--- src/owm_pkg.sv ---
package owm_pkg;

    // Widths of the configuration port.
    localparam int CFG_DATA_W  = 10;
    localparam int CFG_INDEX_W = 3;

    // Fixed recovery gap after the last write slot, in ticks.
    localparam logic [7:0] WRITE_TAIL_TICKS = 8'd65;

    // Command codes on the func field.
    localparam logic [1:0] FUNC_TICK  = 2'd0;
    localparam logic [1:0] FUNC_RESET = 2'd1;
    localparam logic [1:0] FUNC_WRITE = 2'd2;
    localparam logic [1:0] FUNC_READ  = 2'd3;

    // Register indexes on the configuration port.
    typedef enum logic [CFG_INDEX_W-1:0] {
        REG_RESET_LOW     = 3'd0,
        REG_PRESENCE_WAIT = 3'd1,
        REG_RESET_TAIL    = 3'd2,
        REG_WRITE_LOW     = 3'd3,
        REG_WRITE_HOLD    = 3'd4,
        REG_READ_LOW      = 3'd5,
        REG_READ_SAMPLE   = 3'd6,
        REG_READ_TAIL     = 3'd7
    } cfg_index_t;

    // Timing registers as seen by the sequencer.
    typedef struct packed {
        logic [9:0] reset_low_ticks;
        logic [7:0] presence_wait_ticks;
        logic [8:0] reset_tail_ticks;
        logic [5:0] write_low_ticks;
        logic [7:0] write_hold_ticks;
        logic [5:0] read_low_ticks;
        logic [5:0] read_sample_ticks;
        logic [7:0] read_tail_ticks;
    } cfg_t;

    // One result transaction.
    typedef struct packed {
        logic       drive_low;
        logic       busy_res;
        logic       done_res;
        logic [7:0] read_data;
        logic       rejected;
    } res_t;

endpackage

--- src/one_wire_bus_master.sv ---
// Single-wire bus master driven by a stream of microsecond ticks and commands
// (func 0 tick, 1 bus reset, 2 write byte, 3 read byte), with one result
// transaction per input transaction that reports the line drive, busy, done,
// the last read byte and whether a command was rejected for arriving while
// busy. Every input transaction is handled by the phase sequencer and its
// tick counter, so one transaction can be accepted each cycle while in_stall
// is low; results are registered in a two-entry output register with skid
// stage that lets input flow for one more transaction while the output is
// stalled. Timing registers are written through the configuration port; the
// user must do so only while no command is running; the block does not enforce it.
module one_wire_bus_master (
    input  logic                              clk,
    input  logic                              rst_n,
    input  logic                              cfg_we,
    input  logic [owm_pkg::CFG_INDEX_W-1:0]   cfg_index,
    input  logic [owm_pkg::CFG_DATA_W-1:0]    cfg_data,
    input  logic                              in_valid,
    output logic                              in_stall,
    input  logic [1:0]                        func,
    input  logic [7:0]                        write_data,
    input  logic                              line_level,
    output logic                              out_valid,
    input  logic                              out_stall,
    output logic                              drive_low,
    output logic                              busy_res,
    output logic                              done_res,
    output logic [7:0]                        read_data,
    output logic                              rejected
);
    import owm_pkg::*;

    cfg_t cfg;
    res_t res;
    res_t out_res;
    logic step_en;
    logic full;

    assign in_stall = full;
    assign step_en  = in_valid && !full;

    // Timing registers.
    owm_cfg u_cfg (
        .clk       (clk),
        .rst_n     (rst_n),
        .cfg_we    (cfg_we),
        .cfg_index (cfg_index),
        .cfg_data  (cfg_data),
        .cfg       (cfg)
    );

    // Phase sequencer.
    owm_core u_core (
        .clk        (clk),
        .rst_n      (rst_n),
        .step_en    (step_en),
        .func       (func),
        .write_data (write_data),
        .line_level (line_level),
        .cfg        (cfg),
        .res        (res)
    );

    // Result register with skid stage.
    owm_out u_out (
        .clk       (clk),
        .rst_n     (rst_n),
        .push      (step_en),
        .res       (res),
        .out_stall (out_stall),
        .full      (full),
        .out_valid (out_valid),
        .out_res   (out_res)
    );

    assign drive_low = out_res.drive_low;
    assign busy_res  = out_res.busy_res;
    assign done_res  = out_res.done_res;
    assign read_data = out_res.read_data;
    assign rejected  = out_res.rejected;

endmodule

--- src/owm_cfg.sv ---
module owm_cfg (
    input  logic                              clk,
    input  logic                              rst_n,
    input  logic                              cfg_we,
    input  logic [owm_pkg::CFG_INDEX_W-1:0]   cfg_index,
    input  logic [owm_pkg::CFG_DATA_W-1:0]    cfg_data,
    output owm_pkg::cfg_t                     cfg
);
    import owm_pkg::*;

    cfg_t cfg_reg;

    // Timing registers; each write keeps the low bits that the register holds.
    always_ff @(posedge clk or negedge rst_n)
    begin
        if (!rst_n)
        begin
            cfg_reg.reset_low_ticks     <= 10'd480;
            cfg_reg.presence_wait_ticks <= 8'd60;
            cfg_reg.reset_tail_ticks    <= 9'd240;
            cfg_reg.write_low_ticks     <= 6'd5;
            cfg_reg.write_hold_ticks    <= 8'd55;
            cfg_reg.read_low_ticks      <= 6'd10;
            cfg_reg.read_sample_ticks   <= 6'd10;
            cfg_reg.read_tail_ticks     <= 8'd50;
        end
        else if (cfg_we)
        begin
            unique case (cfg_index_t'(cfg_index))
                REG_RESET_LOW:     cfg_reg.reset_low_ticks     <= cfg_data[9:0];
                REG_PRESENCE_WAIT: cfg_reg.presence_wait_ticks <= cfg_data[7:0];
                REG_RESET_TAIL:    cfg_reg.reset_tail_ticks    <= cfg_data[8:0];
                REG_WRITE_LOW:     cfg_reg.write_low_ticks     <= cfg_data[5:0];
                REG_WRITE_HOLD:    cfg_reg.write_hold_ticks    <= cfg_data[7:0];
                REG_READ_LOW:      cfg_reg.read_low_ticks      <= cfg_data[5:0];
                REG_READ_SAMPLE:   cfg_reg.read_sample_ticks   <= cfg_data[5:0];
                REG_READ_TAIL:     cfg_reg.read_tail_ticks     <= cfg_data[7:0];
                default:           cfg_reg <= cfg_reg;
            endcase
        end
    end

    assign cfg = cfg_reg;

endmodule

--- src/owm_core.sv ---
module owm_core (
    input  logic          clk,
    input  logic          rst_n,
    input  logic          step_en,
    input  logic [1:0]    func,
    input  logic [7:0]    write_data,
    input  logic          line_level,
    input  owm_pkg::cfg_t cfg,
    output owm_pkg::res_t res
);
    import owm_pkg::*;

    typedef enum logic [3:0] {
        PH_IDLE     = 4'd0,
        PH_RST_LOW  = 4'd1,
        PH_RST_WAIT = 4'd2,
        PH_RST_TAIL = 4'd3,
        PH_WR_LOW   = 4'd4,
        PH_WR_HOLD  = 4'd5,
        PH_WR_TAIL  = 4'd6,
        PH_RD_LOW   = 4'd7,
        PH_RD_WAIT  = 4'd8,
        PH_RD_TAIL  = 4'd9
    } phase_t;

    phase_t     phase_reg, phase_next;
    logic [9:0] tick_count_reg, tick_count_next;
    logic [2:0] bit_index_reg, bit_index_next;
    logic [7:0] shift_reg, shift_next;
    logic [7:0] read_hold_reg, read_hold_next;

    logic [9:0] raw_len;
    logic [9:0] phase_len;
    logic [9:0] tick_inc;
    logic [2:0] bit_inc;
    logic       done;
    logic       rej;

    // Length of the current phase; a zero length counts as one tick.
    always_comb
    begin
        unique case (phase_reg)
            PH_RST_LOW:  raw_len = cfg.reset_low_ticks;
            PH_RST_WAIT: raw_len = {2'b00, cfg.presence_wait_ticks};
            PH_RST_TAIL: raw_len = {1'b0, cfg.reset_tail_ticks};
            PH_WR_LOW:   raw_len = {4'b0000, cfg.write_low_ticks};
            PH_WR_HOLD:  raw_len = {2'b00, cfg.write_hold_ticks};
            PH_WR_TAIL:  raw_len = {2'b00, WRITE_TAIL_TICKS};
            PH_RD_LOW:   raw_len = {4'b0000, cfg.read_low_ticks};
            PH_RD_WAIT:  raw_len = {4'b0000, cfg.read_sample_ticks};
            default:     raw_len = {2'b00, cfg.read_tail_ticks};
        endcase
        phase_len = (raw_len == 10'd0) ? 10'd1 : raw_len;
    end

    assign tick_inc = tick_count_reg + 10'd1;
    assign bit_inc  = bit_index_reg + 3'd1;

    // One transaction: a tick advances the sequencer, a command starts it.
    always_comb
    begin
        phase_next      = phase_reg;
        tick_count_next = tick_count_reg;
        bit_index_next  = bit_index_reg;
        shift_next      = shift_reg;
        read_hold_next  = read_hold_reg;
        done            = 1'b0;
        rej             = 1'b0;

        if (step_en)
        begin
            priority if (func == FUNC_TICK)
            begin
                if (phase_reg != PH_IDLE)
                begin
                    if (tick_inc < phase_len)
                    begin
                        tick_count_next = tick_inc;
                    end
                    else
                    begin
                        tick_count_next = '0;
                        unique case (phase_reg)
                            PH_RST_LOW: phase_next = PH_RST_WAIT;
                            PH_RST_WAIT:
                            begin
                                // A high level means no presence pulse: retry.
                                if (line_level)
                                    phase_next = PH_RST_LOW;
                                else if (cfg.reset_tail_ticks == 9'd0)
                                begin
                                    phase_next = PH_IDLE;
                                    done       = 1'b1;
                                end
                                else
                                    phase_next = PH_RST_TAIL;
                            end
                            PH_WR_LOW: phase_next = PH_WR_HOLD;
                            PH_WR_HOLD:
                            begin
                                shift_next     = {1'b0, shift_reg[7:1]};
                                bit_index_next = bit_inc;
                                if (bit_inc != 3'd0)
                                    phase_next = PH_WR_LOW;
                                else if (WRITE_TAIL_TICKS == 8'd0)
                                begin
                                    phase_next = PH_IDLE;
                                    done       = 1'b1;
                                end
                                else
                                    phase_next = PH_WR_TAIL;
                            end
                            PH_RD_LOW: phase_next = PH_RD_WAIT;
                            PH_RD_WAIT:
                            begin
                                shift_next = {line_level, shift_reg[7:1]};
                                if (cfg.read_tail_ticks != 8'd0)
                                    phase_next = PH_RD_TAIL;
                                else
                                begin
                                    bit_index_next = bit_inc;
                                    if (bit_inc == 3'd0)
                                    begin
                                        read_hold_next = shift_next;
                                        phase_next     = PH_IDLE;
                                        done           = 1'b1;
                                    end
                                    else
                                        phase_next = PH_RD_LOW;
                                end
                            end
                            PH_RD_TAIL:
                            begin
                                bit_index_next = bit_inc;
                                if (bit_inc == 3'd0)
                                begin
                                    read_hold_next = shift_reg;
                                    phase_next     = PH_IDLE;
                                    done           = 1'b1;
                                end
                                else
                                    phase_next = PH_RD_LOW;
                            end
                            default:
                            begin
                                // Both tails end the command.
                                phase_next = PH_IDLE;
                                done       = 1'b1;
                            end
                        endcase
                    end
                end
            end
            else if (phase_reg != PH_IDLE)
            begin
                rej = 1'b1;
            end
            else
            begin
                bit_index_next  = 3'd0;
                tick_count_next = '0;
                priority if (func == FUNC_RESET)
                    phase_next = PH_RST_LOW;
                else if (func == FUNC_WRITE)
                begin
                    shift_next = write_data;
                    phase_next = PH_WR_LOW;
                end
                else
                begin
                    shift_next = '0;
                    phase_next = PH_RD_LOW;
                end
            end
        end
    end

    // Sequencer state.
    always_ff @(posedge clk or negedge rst_n)
    begin
        if (!rst_n)
        begin
            phase_reg      <= PH_IDLE;
            tick_count_reg <= '0;
            bit_index_reg  <= '0;
            shift_reg      <= '0;
            read_hold_reg  <= '0;
        end
        else
        begin
            phase_reg      <= phase_next;
            tick_count_reg <= tick_count_next;
            bit_index_reg  <= bit_index_next;
            shift_reg      <= shift_next;
            read_hold_reg  <= read_hold_next;
        end
    end

    // The result shows the state after the transaction.
    always_comb
    begin
        res.drive_low = (phase_next == PH_RST_LOW) || (phase_next == PH_WR_LOW) ||
                        (phase_next == PH_RD_LOW) ||
                        ((phase_next == PH_WR_HOLD) && !shift_next[0]);
        res.busy_res  = (phase_next != PH_IDLE);
        res.done_res  = done;
        res.read_data = read_hold_next;
        res.rejected  = rej;
    end

endmodule

--- src/owm_out.sv ---
module owm_out (
    input  logic          clk,
    input  logic          rst_n,
    input  logic          push,
    input  owm_pkg::res_t res,
    input  logic          out_stall,
    output logic          full,
    output logic          out_valid,
    output owm_pkg::res_t out_res
);
    import owm_pkg::*;

    logic out_valid_reg;
    logic skid_valid_reg;
    res_t out_data_reg;
    res_t skid_data_reg;
    logic take;

    assign take = out_valid_reg && !out_stall;

    // Valid bits of the output register and of the skid stage.
    always_ff @(posedge clk or negedge rst_n)
    begin
        if (!rst_n)
        begin
            out_valid_reg  <= 1'b0;
            skid_valid_reg <= 1'b0;
        end
        else if (skid_valid_reg)
        begin
            if (take)
                skid_valid_reg <= 1'b0;
        end
        else if (push)
        begin
            if (out_valid_reg && !take)
                skid_valid_reg <= 1'b1;
            else
                out_valid_reg <= 1'b1;
        end
        else if (take)
        begin
            out_valid_reg <= 1'b0;
        end
    end

    // Payload moves without reset.
    always_ff @(posedge clk)
    begin
        if (skid_valid_reg)
        begin
            if (take)
                out_data_reg <= skid_data_reg;
        end
        else if (push)
        begin
            if (out_valid_reg && !take)
                skid_data_reg <= res;
            else
                out_data_reg <= res;
        end
    end

    assign full      = skid_valid_reg;
    assign out_valid = out_valid_reg;
    assign out_res   = out_data_reg;

endmodule

--- config.mk ---
export PLATFORM = sky130hd
export DESIGN_NAME = one_wire_bus_master
export DESIGN_NICKNAME = d
export VERILOG_FILES = /design/src/owm_pkg.sv /design/src/one_wire_bus_master.sv /design/src/owm_cfg.sv /design/src/owm_core.sv /design/src/owm_out.sv
export SDC_FILE = /design/constraint.sdc
export NUM_CORES = 1
export LEC_CHECK = 0
export BUFFER_PORTS_ARGS = -buffer_cell sky130_fd_sc_hd__buf_4
export CORE_MARGIN = 3
export CORE_UTILIZATION = 30
export CTS_CLUSTER_DIAMETER = 80
export DETAILED_ROUTE_END_ITERATION = 16
export SYNTH_ARGS = -nofsm -noshare
export SYNTH_HDL_FRONTEND = slang
export SYNTH_SLANG_ARGS = --single-unit
--- constraint.sdc ---
create_clock -name clk -period 8.9 [get_ports clk]
set_input_delay 0 -clock clk [delete_from_list [all_inputs] [get_ports clk]]
set_output_delay 0 -clock clk [all_outputs]
set_load 0.01 [all_outputs]
==> reports/results.ini <==
[status]
outcome = completed

[setup_path]
critical_path.slowest_cell = dfrtp_1
r2r-start = u_core.phase_reg[3]
worstSetupEndpointType = flop
critPathMaxFanout = 28
crit_family = simple AND/OR/NAND/NOR gates
startpoint_type = flop
reg2reg_depth = 14
worstPathRequired_ps = 9080
max_stage_delay_ps = 900
cp_cell_sequence = nor4b_2, a22oi_1, o21ai_0, nor2b_1, ha_1, a21oi_1, nor2b_1, o211ai_1, a32oi_1, nand3_1, o21a_4, or4_4, a22o_1, mux2_2
reg2reg_to = u_out.out_res[7]
timing.critical_path.buf_inv = 0
critPathKind = flop to flop
crit_top_cell = nor2b_1
cp.depth = 14
crit_arrival_ps = 5240
r2r_slack_ps = 3840

[floorplan]
io_pins = 43
die_area_um2 = 23400
dieWidth_um = 153
core.rowCount = 53
die_h_um = 153
core_region_area_um2 = 21100
start_util = 0.307

[routing]
drt_wl_total_um = 16400
drc = 0
wl_per_cell_um = 18.1
first_pass_iters = 5
vias = 4825
drt_iter0_markers = 370
antenna_left = 0
drt-vias-per-instance = 5.32

[power_and_ir_drop]
swShare = 0.333
clkPwrFrac = 0.314
ir_worst_vdd_mv = 0.164
p_leak_nw = 3.18
p_int_mw = 1.42
p_sw_mw = 0.709
cellPowerDensity_nw_per_um2 = 273
sequentialPowerShare = 0.397
combPwrFrac = 0.290

[clocking]
htree_levels = 4
cts.path.max_buffers = 2
clkTransAtPathRegs_ps = 60
numCtsBuffers = 17
cts_tree = built
post_cts_buffers = 0
cts.sinks = 120
clk_latency_ps = 430
root_buffer = clkbuf_16

[run]
maxCapViolCount = 0

[sta]
whs_ps = 25.7
fin_skew_ps = 11.1
fmax_mhz = 198
max_slew.worst_pin.slew_ps = 1220
min_period_ps = 5060
layout_setup_ws_ps = 3840
min_period_over_period = 0.569
slew_headroom = 0.188
setup_viol = 0
slew_viol_final = 0
finalHoldViolCount = 0
rsz0062_at_grt = no
finalSetupTns_ps = 0

[placed_design]
port_buffers = 42
dp.final_hpwl_um = 11600
post-place-ws_ps = 3960
place_congestion = 0.898

[yosys]
yosys_warnings = 0
synthArstFlopShare = 0.800
netlist.area_leader.share = 0.270
synth_area_leader_cell = dfrtp_1
ys_top_cells_by_count = 76 x mux2_2, 70 x dfrtp_1, 29 x nand2_1, 26 x dfstp_2, 24 x edfxtp_1
yosysMostFrequentCell = mux2_2
synthDistinctLibCells = 76
synth_top_flop_cell = dfrtp_1
syn_area_per_cell_um2 = 11.5
ys_seq_area_frac = 0.487
synth_fp_nets = 611
synth_area_um2 = 6480
synth-edff-count = 24
ys_seq_elements = 120
syn_inst = 564
synth_area_leaders = dfrtp_1 27%, mux2_2 13%, edfxtp_1 11%

[global_routing]
grt_max_degree = 67
grt_pass1_vias = 4966
antenna_found_initial = 0
grt.total_usage = 0.142
grt-ovfl-total = 0
grt_pass1_wl_um = 26700

[finish]
regArea_um2 = 3160
antenna_cells = 0
multi_input_area_um2 = 3080
nets = 666
syn2layout_area_growth_pct = 20.4
largest_reg_flops = 61
fill_cells = 2045
fin_util = 0.370
drive_gt1_frac = 0.309

[min_path]
min_from = cfg_index[1]
hold_end = u_cfg.cfg[50]
hold_depth = 3
hold_class = primary input to flop

## routing by layer
| layer | global-route usage | up-vias | routed length [um] |
|---|---|---|---|
| li1 | - | 2242 | - |
| met1 | 0.187 | 2415 | 7420 |
| met2 | 0.227 | 139 | 7870 |
| met3 | 0.0411 | 29 | 874 |
| met4 | 0.0467 | 0 | 276 |
| met5 | 0 | - | 0 |
## what timing repair did
item,4_1_cts,5_1_grt
endpoints found under the hold margin,100,0
gates resized for setup,0,0
hold buffers,21,0
## kinds of logic (layout without fill, tap and decap cells)
group,count (synthesis),count (layout),synth area share
compound gates,125,125,0.142
xor+xnor,10,10,0.0135
fa+ha+maj,19,19,0.0365
buf+inv,50,118,0.0381
flops,120,120,0.487
mux,84,84,0.144
simple gates,156,156,0.139
## power by group through the flow
stage | Sequential [mW] | Clock [mW] | Combinational, mW
6_report | 0.843 | 0.667 | 0.616
5_1_grt | 0.864 | 0.707 | 0.675
4_1_cts | 0.843 | 0.681 | 0.615
3_5_place_dp | 0.852 | 0 | 0.604
3_3_place_gp | 0.846 | 0 | 0.588
2_1_floorplan | 0.801 | 0 | 0.458
## tightest hold or removal path: stages
cell and delay [ps]:
buf_4 120, nor3_2 130, o21ai_0 160
## final cells by class
type	count	area share
clock inverter	10	0.0104
timing repair buffer	68	0.0722
sequential	120	0.405
inverter	18	0.00866
multi-input combinational	394	0.395
tap	275	0.0441
clock buffer	22	0.0650
## worst max-delay path by stage
stage	startpoint	end	slack, ps
3_5_place_dp	u_core.phase_reg[3]	u_out.out_res[7]	3960
4_1_cts	u_core.phase_reg[3]	u_out.out_res[4]	3950
2_1_floorplan	u_core.phase_reg[1]	u_out.out_res[1]	4990
5_1_grt	u_core.phase_reg[3]	u_out.out_res[8]	3470
6_report	u_core.phase_reg[3]	u_out.out_res[7]	3840
3_3_place_gp	u_core.phase_reg[3]	u_out.out_res[6]	4070
## per-stage QoR
stage                     power [mW]  instances  area [um2]
after floorplan                 1.26        564        6480
after global placement          1.43        854        7000
after detailed placement        1.46        854        7000
after CTS                       2.14        907        7800
after global routing            2.25        907        7800
final                           2.13        907        7800
## cells in the final DEF (no fill, tap or decap), types with 11 or more instances in the layout
cell type,n
inv_1,17
nand2_1,29
dfstp_2,26
a21oi_1,23
mux2_2,76
dfrtp_1,70
edfxtp_1,24
nor2_1,21
nand3_1,17
nor3_1,13
ha_1,18
a22oi_1,11
a22o_1,20
buf_4,47
dlygate4sd3_1,21
o21ai_0,23
clkbuf_16,19
(Power assumes the default switching activity.)
